**config.mk**
```make
export PLATFORM = sky130hd
export DESIGN_NAME = trial_division_factorizer_core
export DESIGN_NICKNAME = d
export VERILOG_FILES = /design/src/rtl/tdf_pkg.sv /design/src/rtl/tdf_divider.sv /design/src/rtl/trial_division_factorizer_core.sv
export SDC_FILE = /design/constraint.sdc
export NUM_CORES = 1
export LEC_CHECK = 0
export ABC_AREA = 1
export BUFFER_PORTS_ARGS = -buffer_cell sky130_fd_sc_hd__buf_4
export CAP_MARGIN = 30
export CORE_MARGIN = 3
export CORE_UTILIZATION = 60
export CTS_CLUSTER_DIAMETER = 200
export DETAILED_ROUTE_END_ITERATION = 6
export PLACE_DENSITY = 0.88
export SKIP_LAST_GASP = 1
export SLEW_MARGIN = 0
export SYNTH_ARGS = -nofsm -noshare
export SYNTH_HDL_FRONTEND = slang
export SYNTH_HIERARCHICAL = 1
export SYNTH_SLANG_ARGS = --single-unit
export TNS_END_PERCENT = 20
```
**constraint.sdc**
```tcl
create_clock -name clk_i -period 4.5 [get_ports clk_i]
set_input_delay 0.45 -clock clk_i [delete_from_list [all_inputs] [get_ports clk_i]]
set_output_delay 0.45 -clock clk_i [all_outputs]
set_load 0.02 [all_outputs]
```
**src/rtl/tdf_pkg.sv**
```systemverilog
`default_nettype none

package tdf_pkg;

  localparam int unsigned VALUE_BITS_DEF = 32;
  localparam int unsigned FIELD_BITS     = 32;

  typedef enum logic [2:0] {
    ST_IDLE,
    ST_STRIP,
    ST_DIV_START,
    ST_DIV_WAIT,
    ST_FINISH,
    ST_LAST
  } tdf_state_e;

  typedef struct packed {
    logic done;
    logic rem_zero;
  } tdf_div_stat_t;

endpackage

`default_nettype wire

```
**src/rtl/tdf_divider.sv**
```systemverilog
`default_nettype none

module tdf_divider import tdf_pkg::*; #(
  parameter int unsigned VALUE_BITS = VALUE_BITS_DEF,
  parameter int unsigned DIV_BITS   = VALUE_BITS / 2 + 2
) (
  input  wire logic                  clk_i,
  input  wire logic                  rst_ni,
  input  wire logic                  start_i,
  input  wire logic [VALUE_BITS-1:0] dividend_i,
  input  wire logic [DIV_BITS-1:0]   divisor_i,
  output tdf_div_stat_t              stat_o,
  output logic      [VALUE_BITS-1:0] quotient_o
);

  localparam int unsigned CntBits = $clog2(VALUE_BITS + 1);

  logic                  busy_q, busy_d;
  logic                  done_q, done_d;
  logic [CntBits-1:0]    cnt_q, cnt_d;
  logic [DIV_BITS:0]     rem_q, rem_d;
  logic [VALUE_BITS-1:0] quo_q, quo_d;
  logic [DIV_BITS-1:0]   dsr_q, dsr_d;
  logic [DIV_BITS:0]     trial;
  logic                  ge;

  always_comb begin
    busy_d = busy_q;
    done_d = 1'b0;
    cnt_d  = cnt_q;
    rem_d  = rem_q;
    quo_d  = quo_q;
    dsr_d  = dsr_q;
    trial  = {rem_q[DIV_BITS-1:0], quo_q[VALUE_BITS-1]};
    ge     = (trial >= {1'b0, dsr_q});
    if (start_i) begin
      busy_d = 1'b1;
      cnt_d  = CntBits'(VALUE_BITS);
      rem_d  = '0;
      quo_d  = dividend_i;
      dsr_d  = divisor_i;
    end else if (busy_q) begin
      rem_d = ge ? (trial - {1'b0, dsr_q}) : trial;
      quo_d = {quo_q[VALUE_BITS-2:0], ge};
      cnt_d = cnt_q - CntBits'(1);
      if (cnt_q == CntBits'(1)) begin
        busy_d = 1'b0;
        done_d = 1'b1;
      end
    end
  end

  always_ff @(posedge clk_i or negedge rst_ni) begin
    if (!rst_ni) begin
      busy_q <= 1'b0;
      done_q <= 1'b0;
      cnt_q  <= '0;
    end else begin
      busy_q <= busy_d;
      done_q <= done_d;
      cnt_q  <= cnt_d;
    end
  end

  always_ff @(posedge clk_i) begin
    rem_q <= rem_d;
    quo_q <= quo_d;
    dsr_q <= dsr_d;
  end

  assign stat_o.done     = done_q;
  assign stat_o.rem_zero = (rem_q == '0);
  assign quotient_o      = quo_q;

  a_rem_below_divisor: assert property (@(posedge clk_i) disable iff (!rst_ni)
    done_q |-> (rem_q < {1'b0, dsr_q}))
    else $error("remainder not below divisor");

  a_done_after_busy: assert property (@(posedge clk_i) disable iff (!rst_ni)
    done_q |-> !busy_q && $past(busy_q))
    else $error("done without a running division");

  a_no_restart_busy: assert property (@(posedge clk_i) disable iff (!rst_ni)
    busy_q && !start_i |=> busy_q || done_q)
    else $error("division stopped without done");

endmodule

`default_nettype wire

```
**src/rtl/trial_division_factorizer_core.sv**
```systemverilog
// Channel  | Ports                                        | Direction | Beat
// ---------+----------------------------------------------+-----------+-------------------------
// command  | start_i, busy_o, value_i                     | in        | start_i && !busy_o
// result   | result_valid_o, prime_factor_o, is_last_o,   | out       | result_valid_o, 1 cycle
//          | no_factors_o                                 |           |
//
// A value of zero or one gives its empty result in the cycle after the command beat.
// Otherwise the factors of two are stripped first, and then each trial division runs in the
// shared divider; a prime near 2^32 needs about 32768 divisions before it is reported.
// Each factor leaves one beat after it is found, so that the final one can be marked;
// busy_o falls with the final result beat. Reset is asynchronous, active low, to idle.
// The receiver cannot stall: every result beat is taken in its cycle.
`default_nettype none

module trial_division_factorizer_core import tdf_pkg::*; #(
  parameter int unsigned VALUE_BITS = VALUE_BITS_DEF
) (
  input  wire logic                  clk_i,
  input  wire logic                  rst_ni,
  input  wire logic                  start_i,
  output logic                       busy_o,
  input  wire logic [FIELD_BITS-1:0] value_i,
  output logic                       result_valid_o,
  output logic      [FIELD_BITS-1:0] prime_factor_o,
  output logic                       is_last_o,
  output logic                       no_factors_o
);

  localparam int unsigned DivBits = VALUE_BITS / 2 + 2;

  tdf_state_e            state_q, state_d;
  logic [VALUE_BITS-1:0] n_q, n_d;
  logic [DivBits-1:0]    d_q, d_d;
  logic                  inner_q, inner_d;
  logic                  pend_v_q, pend_v_d;
  logic [VALUE_BITS-1:0] pend_q, pend_d;
  logic                  out_v_q, out_v_d;
  logic [FIELD_BITS-1:0] out_f_q, out_f_d;
  logic                  out_l_q, out_l_d;
  logic                  out_e_q, out_e_d;
  logic [VALUE_BITS-1:0] n_in;
  logic                  div_start;
  tdf_div_stat_t         div_stat;
  logic [VALUE_BITS-1:0] div_quo;
  logic                  emit;
  logic [VALUE_BITS-1:0] emit_val;

  tdf_divider #(
    .VALUE_BITS(VALUE_BITS),
    .DIV_BITS  (DivBits)
  ) u_div (
    .clk_i      (clk_i),
    .rst_ni     (rst_ni),
    .start_i    (div_start),
    .dividend_i (n_q),
    .divisor_i  (d_q),
    .stat_o     (div_stat),
    .quotient_o (div_quo)
  );

  always_comb begin
    state_d   = state_q;
    n_d       = n_q;
    d_d       = d_q;
    inner_d   = inner_q;
    pend_v_d  = pend_v_q;
    pend_d    = pend_q;
    out_v_d   = 1'b0;
    out_f_d   = out_f_q;
    out_l_d   = 1'b0;
    out_e_d   = 1'b0;
    div_start = 1'b0;
    emit      = 1'b0;
    emit_val  = '0;
    n_in      = VALUE_BITS'(value_i);

    unique case (state_q)
      ST_IDLE: begin
        if (start_i) begin
          if (n_in <= VALUE_BITS'(1)) begin
            out_v_d = 1'b1;
            out_f_d = '0;
            out_l_d = 1'b1;
            out_e_d = 1'b1;
          end else begin
            n_d      = n_in;
            d_d      = DivBits'(3);
            inner_d  = 1'b0;
            pend_v_d = 1'b0;
            state_d  = ST_STRIP;
          end
        end
      end
      ST_STRIP: begin
        if (!n_q[0]) begin
          emit     = 1'b1;
          emit_val = VALUE_BITS'(2);
          n_d      = n_q >> 1;
        end else begin
          state_d = ST_DIV_START;
        end
      end
      ST_DIV_START: begin
        div_start = 1'b1;
        state_d   = ST_DIV_WAIT;
      end
      ST_DIV_WAIT: begin
        if (div_stat.done) begin
          if (!inner_q && (VALUE_BITS'(d_q) > div_quo)) begin
            state_d = ST_FINISH;
          end else if (div_stat.rem_zero) begin
            emit     = 1'b1;
            emit_val = VALUE_BITS'(d_q);
            n_d      = div_quo;
            inner_d  = 1'b1;
            state_d  = ST_DIV_START;
          end else begin
            d_d     = d_q + DivBits'(2);
            inner_d = 1'b0;
            state_d = ST_DIV_START;
          end
        end
      end
      ST_FINISH: begin
        if (n_q > VALUE_BITS'(1)) begin
          emit     = 1'b1;
          emit_val = n_q;
        end
        state_d = ST_LAST;
      end
      ST_LAST: begin
        out_v_d  = 1'b1;
        out_f_d  = FIELD_BITS'(pend_q);
        out_l_d  = 1'b1;
        pend_v_d = 1'b0;
        state_d  = ST_IDLE;
      end
      default: begin
        state_d = ST_IDLE;
      end
    endcase

    if (emit) begin
      out_v_d  = pend_v_q;
      out_f_d  = FIELD_BITS'(pend_q);
      pend_v_d = 1'b1;
      pend_d   = emit_val;
    end
  end

  always_ff @(posedge clk_i or negedge rst_ni) begin
    if (!rst_ni) begin
      state_q  <= ST_IDLE;
      inner_q  <= 1'b0;
      pend_v_q <= 1'b0;
      out_v_q  <= 1'b0;
      out_l_q  <= 1'b0;
      out_e_q  <= 1'b0;
    end else begin
      state_q  <= state_d;
      inner_q  <= inner_d;
      pend_v_q <= pend_v_d;
      out_v_q  <= out_v_d;
      out_l_q  <= out_l_d;
      out_e_q  <= out_e_d;
    end
  end

  always_ff @(posedge clk_i) begin
    n_q     <= n_d;
    d_q     <= d_d;
    pend_q  <= pend_d;
    out_f_q <= out_f_d;
  end

  assign busy_o         = (state_q != ST_IDLE);
  assign result_valid_o = out_v_q;
  assign prime_factor_o = out_f_q;
  assign is_last_o      = out_l_q;
  assign no_factors_o   = out_e_q;

  a_fall_with_last: assert property (@(posedge clk_i) disable iff (!rst_ni)
    $fell(busy_o) |-> result_valid_o && is_last_o && !no_factors_o)
    else $error("run ended without its final result");

  a_empty_shape: assert property (@(posedge clk_i) disable iff (!rst_ni)
    result_valid_o && no_factors_o |-> is_last_o && (prime_factor_o == '0) && !busy_o)
    else $error("malformed empty result");

  a_last_has_pending: assert property (@(posedge clk_i) disable iff (!rst_ni)
    (state_q == ST_LAST) |-> pend_v_q)
    else $error("final beat without a held factor");

  a_div_idle_on_start: assert property (@(posedge clk_i) disable iff (!rst_ni)
    div_start |=> (state_q == ST_DIV_WAIT) && !div_stat.done)
    else $error("divider started out of sequence");

endmodule

`default_nettype wire

```
==> results of run 1 <==
==> power groups by stage <==
stage | Sequential, mW | Clock [mW] | Combinational, mW
2_1_floorplan | 1.99 | 0 | 0.00183
3_3_place_gp | 1.99 | 0 | 0.0337
3_5_place_dp | 1.99 | 0 | 0.0345
4_1_cts | 1.95 | 1.43 | 0.0354
5_1_grt | 1.95 | 1.49 | 0.0379
6_report | 1.95 | 1.41 | 0.0357
==> metal layers <==
metal  up-vias  routed length (um)  GRT usage, %
li1       4059                   -             -
met1      4030               11000          37.3
met2       490               12400          41.2
met3        70                2950          8.53
met4         2                 660          9.04
met5         -                  13             0
==> synthesized netlist by cell type, types with 5 or more instances <==
cell        n
clkbuf_1   16
dfxtp_1    19
nand3b_1    9
nor4_1     14
edfxtp_1  163
nand3b_2    5
nand2_1   325
nor2_4     36
ha_1       38
xnor2_1     6
buf_2       5
a21oi_1    33
nor2_2      7
inv_2      16
o22ai_1    11
dfrtp_1    16
nand3_1    61
o21ai_0    26
o21ai_1     5
nand4_1    13
nor2_1     65
inv_1     195
nand2_4     5
nand2_2    13
o221ai_1   27
nor3_1     11
==> flip-flops by register name, indices dropped and copies added (netlist names), 3 cells and up <==
name / cells
u_div/cnt_q: 6
u_div/quotient_o: 32
pend_q: 32
u_div/dsr_q: 18
d_q: 17
prime_factor_o: 32
n_q: 32
u_div/rem_q: 19
state_q: 3
==> timing repair <==
item,in CTS,in global routing
buffers inserted,0,0
endpoints found under the setup margin,0,0
hold buffers,1,0
hold endpoints to repair,16,0
==> path summary, 6_finish.rpt <==
check                                                     to  slack [ns]
max in group asynchronous             state_q[1]$_DFFE_PN0P_        3.87
worst min-delay path                        n_q[2]$_DFFE_PP_        0.32
worst min register to register  u_div/rem_q[18]$_SDFFE_PP0P_        0.47
worst max register to register  prime_factor_o[16]$_DFFE_PP_        1.08
worst max-delay path            prime_factor_o[16]$_DFFE_PP_        1.08
min in group asynchronous         u_div/cnt_q[4]$_DFFE_PN0P_        0.43
==> cell usage in the layout, fill, tap and decap left out, drive strengths merged, types with 19 or more instances in the layout <==
master / count
nand2: 345
inv: 213
edfxtp: 163
nor2: 111
buf: 80
nand3: 64
ha: 38
a21oi: 36
o21ai: 32
o221ai: 27
dfxtp: 19
==> through the flow <==
step	setup WS [ns]	util (%)	total power, mW	std cells	hold WS (ns)
5_1_grt	0.859	69.3	3.48	1498	0.315
6_report	1.08	69.3	3.40	1498	0.318
4_1_cts	1.10	69.3	3.42	1498	0.294
3_3_place_gp	1.22	66.2	2.03	1466	0.335
3_5_place_dp	1.13	66.2	2.03	1466	0.332
2_1_floorplan	0.496	-	2.00	1195	0.154
==> cell type report <==
cell class | count | area share (%)
Clock buffer | 17 | 3.49
Clock inverter | 14 | 0.913
Inverter | 212 | 6.52
Multi-Input combinational cell | 751 | 35.1
Sequential cell | 198 | 46.5
Tap cell | 225 | 2.31
Timing Repair Buffer | 81 | 5.11
==> kinds of logic after synthesis <==
family | synth area share [%]
buf+inv | 9.44
fa+ha+maj | 4.51
xor+xnor | 0.717
other cells | 0.0341
simple gates | 26.6
compound gates | 7.10
flops | 51.6
==> worst max-delay path: stages (launching register included) <==
cell     delay [ns]
dfxtp_1        0.36
nor4_1         0.45
nand4_1        0.14
nor4_1         0.50
nand2_2        0.16
nor2_4         0.24
nand2_8        0.14
nand2_8        0.26
inv_1          0.10
nand2_1        0.53
buf_12         0.24
==> results.sh, run 1 <==
export IMPL_stdcell_area_um2=12200
export IMPL_fin_crit_sh_pct=75.9
export IMPL_cts_tree="done"
export IMPL_wl_mm=27.0
export IMPL_place_hpwl_mm=19.3
export IMPL_cts_buffers=17
export IMPL_clk_pin_slew_ns=0.07
export IMPL_nFillCells=1302
export IMPL_grt_ovfl_total=0
export IMPL_fp_dieH_um=141
export IMPL_first_pass_iters=7
export IMPL_antennaDiodeCount=0
export IMPL_worst_setup_path_type="reg2reg"
export IMPL_worst_slew_pin_slew_ns=0.749
export IMPL_p_switching_mw=0.667
export IMPL_viasPerCell=5.78
export IMPL_clkLatencyLatePin_ns=0.43
export IMPL_worst_r2r_startpoint="u_div/rem_q[0]$_SDFFE_PP0P_"
export IMPL_drive_above_1_share_pct=16.5
export IMPL_cp_startpoint="u_div/rem_q[0]$_SDFFE_PP0P_"
export IMPL_portBuffers=70
export IMPL_seqPwrFrac_pct=57.6
export IMPL_rsz0062_at_grt="no"
export IMPL_synth_area_per_cell_um2=9.20
export IMPL_yosys_most_used_dff="edfxtp_1"
export IMPL_placed_area_um2=11700
export IMPL_hp_class="in2reg"
export IMPL_ys_top_cells_by_area="edfxtp_1 45%, nand2_1 11%, inv_1 6.7%, ha_1 4.3%, nor2_4 3.7%"
export IMPL_htreeDepth=4
export IMPL_internal_power_mw=2.73
export IMPL_wire_per_inst_um=18.0
export IMPL_min_from="value_i[2]"
export IMPL_die_area_um2=20000
export IMPL_slew_headroom_pct=49.9
export IMPL_drc=8
export IMPL_grt_max_degree=55
export IMPL_end_kind="register"
export IMPL_syn_inst=1195
export IMPL_ys_warnings_count=6
export IMPL_ios=71
export IMPL_start_kind="register"
export IMPL_maxSlewViolCount=0
export IMPL_cts_path_max_buffers=2
export IMPL_fmax_mhz=293
export IMPL_crit_fanout=35
export IMPL_totalNegativeSetupSlack_ns=0
export IMPL_synth_edf_count=163
export IMPL_ys_ff_latch=198
export IMPL_fp_coreArea_um2=17600
export IMPL_syn_nets=1269
export IMPL_multiInputGateArea_um2=4290
export IMPL_seqCellArea_um2=5680
export IMPL_routabilityCongestion=0.940
export IMPL_required_ns=4.64
export IMPL_power_density_nw_per_um2=278
export IMPL_hold_viol=0
export IMPL_r2r_cells=10
export IMPL_finalSetupViolations=0
export IMPL_grt_usage_pct=27.1
export IMPL_cts_sinks=198
export IMPL_grt_pass1_vias=8267
export IMPL_ir_worst_vdd_mv=0.356
export IMPL_vias=8651
export IMPL_p_comb_share_pct=1.1
export IMPL_grt_pass1_wl_mm=42.3
export IMPL_cts_root_buf="clkbuf_16"
export IMPL_rows=48
export IMPL_syn_to_final_growth_pct=10.9
export IMPL_drv_cap=0
export IMPL_ys_seq_area_share_pct=51.6
export IMPL_synth_top_cell_by_area="edfxtp_1"
export IMPL_synth_area_um2=11000
export IMPL_yosys_cell_types_count=55
export IMPL_yosysTopAreaCellShare_pct=44.5
export IMPL_crit_arrival_ns=3.55
export IMPL_switching_share_pct=19.6
export IMPL_antenna_found_initial=1
export IMPL_async_flop_share_pct=8.08
export IMPL_drt_iter0_drc=1057
export IMPL_start_util_pct=62.5
export IMPL_fin_nets=1335
export IMPL_fin_skew_ns=0.00905
export IMPL_post_route_min_period_ns=3.42
export IMPL_ant_nets=0
export IMPL_die_x_um=141
export IMPL_power_leakage_nw=5.66
export IMPL_status="complete, but fails checks"
export IMPL_cts_resized=0
export IMPL_violations="design-rule violations"
export IMPL_power_frac_clock_pct=41.4
export IMPL_hold_depth=3
(Power assumes the default switching activity.)
==> run 2: changes to the inputs <==
==> constraint.sdc (replaced) <==
create_clock -name clk_i -period 3.45 [get_ports clk_i]
set_input_delay 0.345 -clock clk_i [delete_from_list [all_inputs] [get_ports clk_i]]
set_output_delay 0.345 -clock clk_i [all_outputs]
set_load 0.02 [all_outputs]
==> run 2 against run 1 <==
  * The flow now finishes without violations
  * Design area grew 0.69%
  * Critical path depth unchanged
  * Sequential power up 31%
  * Worst setup slack worse by 0.61 ns
  * Non-clock buffer count grew 2
  * Largest cell class unchanged
  * Clock skew increased by 0.0044 ns
  * Sequential cell count unchanged
  * Critical endpoint is now prime_factor_o[26]$_DFFE_PP_
  * Wire length up 2.1%
  * Register-to-register slack worse by 0.61 ns
  * Fmax is 15% higher
  * Sequential share of layout area down 0.32 points
==> results.sh, run 2 (same netlist as run 1, synthesis figures left out) <==
export IMPL_status="completed"
export IMPL_vias=8934
export IMPL_required_ns=3.58
export IMPL_cts_buffers=17
export IMPL_p_comb_share_pct=1.0
export IMPL_worst_setup_path_type="reg2reg"
export IMPL_drv_cap=0
export IMPL_fin_skew_ns=0.0134
export IMPL_wl_met2_mm=12.4
export IMPL_ant_nets=0
export IMPL_worst_r2r_startpoint="u_div/rem_q[0]$_SDFFE_PP0P_"
export IMPL_stdcell_area_um2=12300
export IMPL_cpMaxStageDelayCell="nor4_1"
export IMPL_maxSlewViolCount=0
export IMPL_grt_pass1_wl_mm=43.4
export IMPL_power_leakage_nw=5.70
export IMPL_place_ws_ns=0.542
export IMPL_final_common_cell="nand2_1"
export IMPL_crit_fanout=35
export IMPL_wl_mm=27.6
export IMPL_die_area_um2=20000
export IMPL_routabilityCongestion=0.981
export IMPL_final_cell_mix="325 x nand2_1, 195 x inv_1, 163 x edfxtp_1, 80 x buf_4, 65 x nor2_1"
export IMPL_worst_slew_pin_slew_ns=0.740
export IMPL_portBuffers=70
export IMPL_htreeDepth=4
export IMPL_grt_pass1_vias=8451
export IMPL_drc=0
export IMPL_finalSetupViolations=0
export IMPL_internal_power_mw=3.71
export IMPL_max_stage_delay_ns=0.48
export IMPL_crit_arrival_ns=3.11
export IMPL_start_kind="register"
export IMPL_nFillCells=1236
export IMPL_hold_viol=0
export IMPL_clkLatencyLatePin_ns=0.44
export IMPL_drt_iter0_drc=1461
export IMPL_cp_startpoint="u_div/rem_q[0]$_SDFFE_PP0P_"
export IMPL_hp_class="in2reg"
export IMPL_hold_depth=3
export IMPL_wl_met1_mm=10.6
export IMPL_ios=71
export IMPL_cts_tree="done"
export IMPL_post_route_min_period_ns=2.98
export IMPL_crit_chain="nor4_1, nand4_1, nor4_1, nand2_2, nor2_4, nand2_8, nand2_8, inv_1, nand2_1, buf_12"
export IMPL_drive_above_1_share_pct=16.5
export IMPL_cts_setup_buffers=0
export IMPL_wire_per_inst_um=18.4
export IMPL_grt_max_degree=42
export IMPL_place_hpwl_mm=19.8
export IMPL_seqPwrFrac_pct=55.5
export IMPL_worst_r2r_setup_slack_ns=0.47
export IMPL_grt_usage_pct=27.7
export IMPL_r2r_end="prime_factor_o[26]$_DFFE_PP_"
export IMPL_multiInputGateArea_um2=4290
export IMPL_viasPerCell=5.96
export IMPL_cts_path_max_buffers=2
export IMPL_fp_coreArea_um2=17600
export IMPL_syn_to_final_growth_pct=11.7
export IMPL_fmax_mhz=336
export IMPL_fp_dieH_um=141
export IMPL_antennaDiodeCount=0
export IMPL_antenna_found_initial=0
export IMPL_rows=48
export IMPL_ir_worst_vdd_mv=0.346
export IMPL_power_density_nw_per_um2=374
export IMPL_cts_root_buf="clkbuf_16"
export IMPL_start_util_pct=62.5
export IMPL_switching_share_pct=19.3
export IMPL_top_layer="met4"
export IMPL_first_pass_iters=7
export IMPL_r2r_cells=10
export IMPL_p_switching_mw=0.887
export IMPL_worst_hold_path_endpoint="n_q[29]$_DFFE_PP_"
export IMPL_clk_pin_slew_ns=0.07
export IMPL_worst_path_buf_inv=2
export IMPL_die_x_um=141
export IMPL_critical_path_top_delay_family="simple AND/OR/NAND/NOR gates"
export IMPL_cts_sinks=198
export IMPL_grt_ovfl_total=0
export IMPL_power_frac_clock_pct=43.5
export IMPL_fin_crit_sh_pct=86.4
export IMPL_fin_nets=1337
export IMPL_rsz0062_at_grt="no"
export IMPL_totalNegativeSetupSlack_ns=0
export IMPL_placed_area_um2=11700
export IMPL_min_from="value_i[29]"
export IMPL_finalPower_mw=4.59
export IMPL_setup_slack_ns=0.471
export IMPL_end_kind="register"
export IMPL_routed_wl_met3_mm=3.53
export IMPL_slew_headroom_pct=50.5
export IMPL_seqCellArea_um2=5680
-- run 2: changes by cell type in the layout (fill, tap and decap cells not counted), sizes merged --
cell,delta
bufinv,+2
clkinvlp,-1
buf,+2
clkinv,+1
inv,-2
-- run 2: what timing repair did --
item / CTS / global route
hold endpoints to repair: 16 / 0
gates resized for setup: 0 / 0
hold buffers: 1 / 0
-- run 2: worst register-to-register path, cell delays in order, from the launching register on --
cell and delay (ns):
dfxtp_1 0.36, nor4_1 0.43, nand4_1 0.14, nor4_1 0.48, nand2_2 0.16, nor2_4 0.26
nand2_8 0.14, nand2_8 0.26, inv_1 0.10, nand2_1 0.13, buf_12 0.22
-- run 2: final cells by class --
| class | count | area share (%) |
|---|---|---|
| Tap cell | 225 | 2.29 |
| Sequential cell | 198 | 46.2 |
| Multi-Input combinational cell | 751 | 34.9 |
| Inverter | 212 | 6.48 |
| Clock inverter | 14 | 1.31 |
| Clock buffer | 17 | 3.46 |
| Timing Repair Buffer | 83 | 5.30 |
-- run 2: routing by layer --
| layer | vias to the layer above | track usage [%] |
|---|---|---|
| met2 | 661 | 42.8 |
| met1 | 4102 | 38.3 |
| met4 | 0 | 10.4 |
| met5 | - | 0 |
| li1 | 4061 | - |
| met3 | 110 | 6.74 |
-- run 2: power by group through the flow --
stage,Combinational (mW),Sequential [mW],Clock [mW]
after floorplan,0.00238,2.60,0
after global placement,0.0447,2.60,0
after detailed placement,0.0447,2.60,0
after CTS,0.0458,2.55,2.01
after global routing,0.0491,2.55,2.10
final,0.0457,2.55,2.00
-- run 2: per-stage QoR --
| stage | utilization (%) | std cells | hold slack, ns |
|---|---|---|---|
| final | 69.8 | 1500 | 0.205 |
| after CTS | 69.8 | 1500 | 0.186 |
| after global routing | 69.8 | 1500 | 0.199 |
| after global placement | 66.4 | 1468 | 0.230 |
| after floorplan | - | 1195 | 0.0494 |
| after detailed placement | 66.4 | 1468 | 0.226 |
-- run 2: worst max path at each step --
stage / cells after the start / slack, ns / endpoint
after floorplan: 6 / 0.07 / u_div/quotient_o[0]$_DFFE_PP_
after global placement: 10 / 0.65 / prime_factor_o[23]$_DFFE_PP_
after detailed placement: 10 / 0.54 / prime_factor_o[29]$_DFFE_PP_
after global routing: 10 / 0.17 / prime_factor_o[20]$_DFFE_PP_
after CTS: 10 / 0.51 / prime_factor_o[20]$_DFFE_PP_
final: 10 / 0.47 / prime_factor_o[26]$_DFFE_PP_
==> run 3: changes to the inputs <==
--- a/config.mk
+++ b/config.mk
@@ -10,9 +10,10 @@
 export CAP_MARGIN = 30
 export CORE_MARGIN = 3
 export CORE_UTILIZATION = 60
+export CTS_BUF_LIST = sky130_fd_sc_hd__clkbuf_8
 export CTS_CLUSTER_DIAMETER = 200
 export DETAILED_ROUTE_END_ITERATION = 6
-export PLACE_DENSITY = 0.88
+export PLACE_DENSITY_LB_ADDON = 0.3
 export SKIP_LAST_GASP = 1
 export SLEW_MARGIN = 0
 export SYNTH_ARGS = -nofsm -noshare
==> run 3 against run 2 <==
  * Worst setup slack worse by 0.12 ns
  * Sequential share of layout area up 0.81 points
  * Largest cell class unchanged
  * Design area down 1.7%
  * Sequential cell count unchanged
  * Final cell count up 0.20%
  * Sequential power about the same
  * Largest power group unchanged
  * Global-route usage down 1.0 points
  * Clock skew up 0.0010 ns
  * Hold slack worse by 0.037 ns
  * Non-clock buffer count up 2
  * Die area unchanged
==> results.sh, run 3 (same netlist as run 1, synthesis figures left out) <==
export IMPL_grt_usage_pct=26.7
export IMPL_place_hpwl_mm=19.5
export IMPL_viasPerCell=5.64
export IMPL_grt_pass1_wl_mm=41.6
export IMPL_r2r_end="prime_factor_o[4]$_DFFE_PP_"
export IMPL_grt_max_degree=51
export IMPL_gr_usage_met3_pct=6.50
export IMPL_status="completed"
export IMPL_stdcell_area_um2=12100
export IMPL_worst_slew_pin_slew_ns=0.786
export IMPL_rsz0062_at_grt="no"
export IMPL_met1_usage_pct=39.9
export IMPL_fmax_mhz=322
export IMPL_required_ns=3.58
export IMPL_cts_buffers=17
export IMPL_grt_use_met2_pct=39.2
export IMPL_portBuffers=70
export IMPL_fp_coreArea_um2=17600
export IMPL_power_density_nw_per_um2=334
export IMPL_start_kind="register"
export IMPL_worst_r2r_setup_slack_ns=0.35
export IMPL_hold_depth=3
export IMPL_grt_ovfl_total=0
export IMPL_worst_hold_path_endpoint="n_q[1]$_DFFE_PP_"
export IMPL_hold_viol=0
export IMPL_end_kind="register"
export IMPL_die_x_um=141
export IMPL_drv_cap=0
export IMPL_drive_above_1_share_pct=16.6
export IMPL_holdWs_ns=0.168
export IMPL_min_from="value_i[1]"
export IMPL_start_util_pct=62.5
export IMPL_htreeDepth=4
export IMPL_die_area_um2=20000
export IMPL_fin_nets=1339
export IMPL_antennaDiodeCount=0
export IMPL_clk_pin_slew_ns=0.09
export IMPL_fin_crit_sh_pct=89.9
export IMPL_first_pass_iters=5
export IMPL_slew_headroom_pct=47.5
export IMPL_cts_root_buf="clkbuf_8"
export IMPL_grt_pass1_vias=8027
export IMPL_wire_per_inst_um=17.6
export IMPL_cts_resized=0
export IMPL_drc=0
export IMPL_ios=71
export IMPL_totalNegativeSetupSlack_ns=0
export IMPL_power_leakage_nw=5.62
export IMPL_place_ws_ns=0.418
export IMPL_crit_arrival_ns=3.23
export IMPL_antenna_found_initial=1
export IMPL_finalSetupViolations=0
export IMPL_busiest_layer="met1"
export IMPL_cts_sinks=198
export IMPL_drt_iter0_drc=916
export IMPL_worst_r2r_startpoint="u_div/rem_q[12]$_SDFFE_PP0P_"
export IMPL_placed_area_um2=11700
export IMPL_setup_slack_ns=0.348
export IMPL_fin_skew_ns=0.0144
export IMPL_nFillCells=1356
export IMPL_routabilityCongestion=0.911
export IMPL_final_common_cell="nand2_1"
export IMPL_cts_tree="done"
export IMPL_final_cell_mix="325 x nand2_1, 198 x inv_1, 163 x edfxtp_1, 83 x buf_4, 65 x nor2_1"
export IMPL_maxSlewViolCount=0
export IMPL_fp_dieH_um=141
export IMPL_hp_class="in2reg"
export IMPL_ant_nets=0
export IMPL_rows=48
export IMPL_clkLatencyLatePin_ns=0.47
export IMPL_vias=8483
export IMPL_syn_to_final_growth_pct=9.77
export IMPL_ir_worst_vdd_mv=0.265
export IMPL_crit_fanout=35
export IMPL_r2r_cells=10
export IMPL_wl_mm=26.5
export IMPL_cts_path_max_buffers=2
export IMPL_worst_setup_path_type="reg2reg"
export IMPL_post_route_min_period_ns=3.10
==> run 3: cell count changes in the layout (fill, tap and decap cells not counted), sizes merged <==
| cell | change |
|---|---|
| clkinv | -2 |
| inv | +6 |
| clkinvlp | -2 |
| buf | +2 |
| bufinv | -1 |
==> run 3: critical path, cell delays in order (launching register included) <==
cell	delay (ns)
dfxtp_1	0.35
nor4_1	0.49
nand4_1	0.15
nor4_1	0.45
nand2_2	0.15
nor2_4	0.24
nand2_8	0.13
nand2_8	0.25
inv_1	0.10
nand2_1	0.08
buf_4	0.36
==> run 3: through the flow <==
stage | util [%] | cells | total power [mW]
6_report | 68.6 | 1503 | 4.04
5_1_grt | 68.6 | 1503 | 4.14
4_1_cts | 68.6 | 1503 | 4.04
3_5_place_dp | 66.4 | 1470 | 2.65
3_3_place_gp | 66.4 | 1470 | 2.65
2_1_floorplan | - | 1195 | 2.60
==> run 3: per-layer routing <==
layer / part of all wire, % / up-vias
li1: - / 4067
met1: 44 / 3933
met2: 44 / 434
met3: 10 / 47
met4: 2.0 / 2
met5: 0.064 / -
==> run 3: worst max-delay path by stage <==
stage                            startpoint                       endpoint  slack (ns)
2_1_floorplan        state_q[1]$_DFFE_PN0P_  u_div/quotient_o[0]$_DFFE_PP_        0.07
3_3_place_gp   u_div/rem_q[12]$_SDFFE_PP0P_    prime_factor_o[2]$_DFFE_PP_        0.50
3_5_place_dp   u_div/rem_q[12]$_SDFFE_PP0P_   prime_factor_o[28]$_DFFE_PP_        0.42
4_1_cts        u_div/rem_q[12]$_SDFFE_PP0P_    prime_factor_o[2]$_DFFE_PP_        0.39
5_1_grt         u_div/rem_q[0]$_SDFFE_PP0P_    prime_factor_o[4]$_DFFE_PP_        0.17
6_report       u_div/rem_q[12]$_SDFFE_PP0P_    prime_factor_o[4]$_DFFE_PP_        0.35
==> run 3: what timing repair did <==
action	in CTS	in global routing
hold buffers	1	0
buffers inserted	0	0
endpoints found under the hold margin	16	0
==> run 3: where the power goes <==
group	switching (mW)	internal (mW)
logic	0.0187	0.0265
clock network	0.808	0.636
registers	0	2.55
==> run 3: final cells by class <==
type | instances | area [um2] | share of cell area [%]
flip-flops and latches | 198 | 5680 | 47.0
well taps | 225 | 282 | 2.33
clock buffers | 17 | 234 | 1.94
repair buffers | 85 | 653 | 5.41
clock inverters | 15 | 138 | 1.14
multi-input cells | 751 | 4290 | 35.6
inverters | 212 | 796 | 6.59
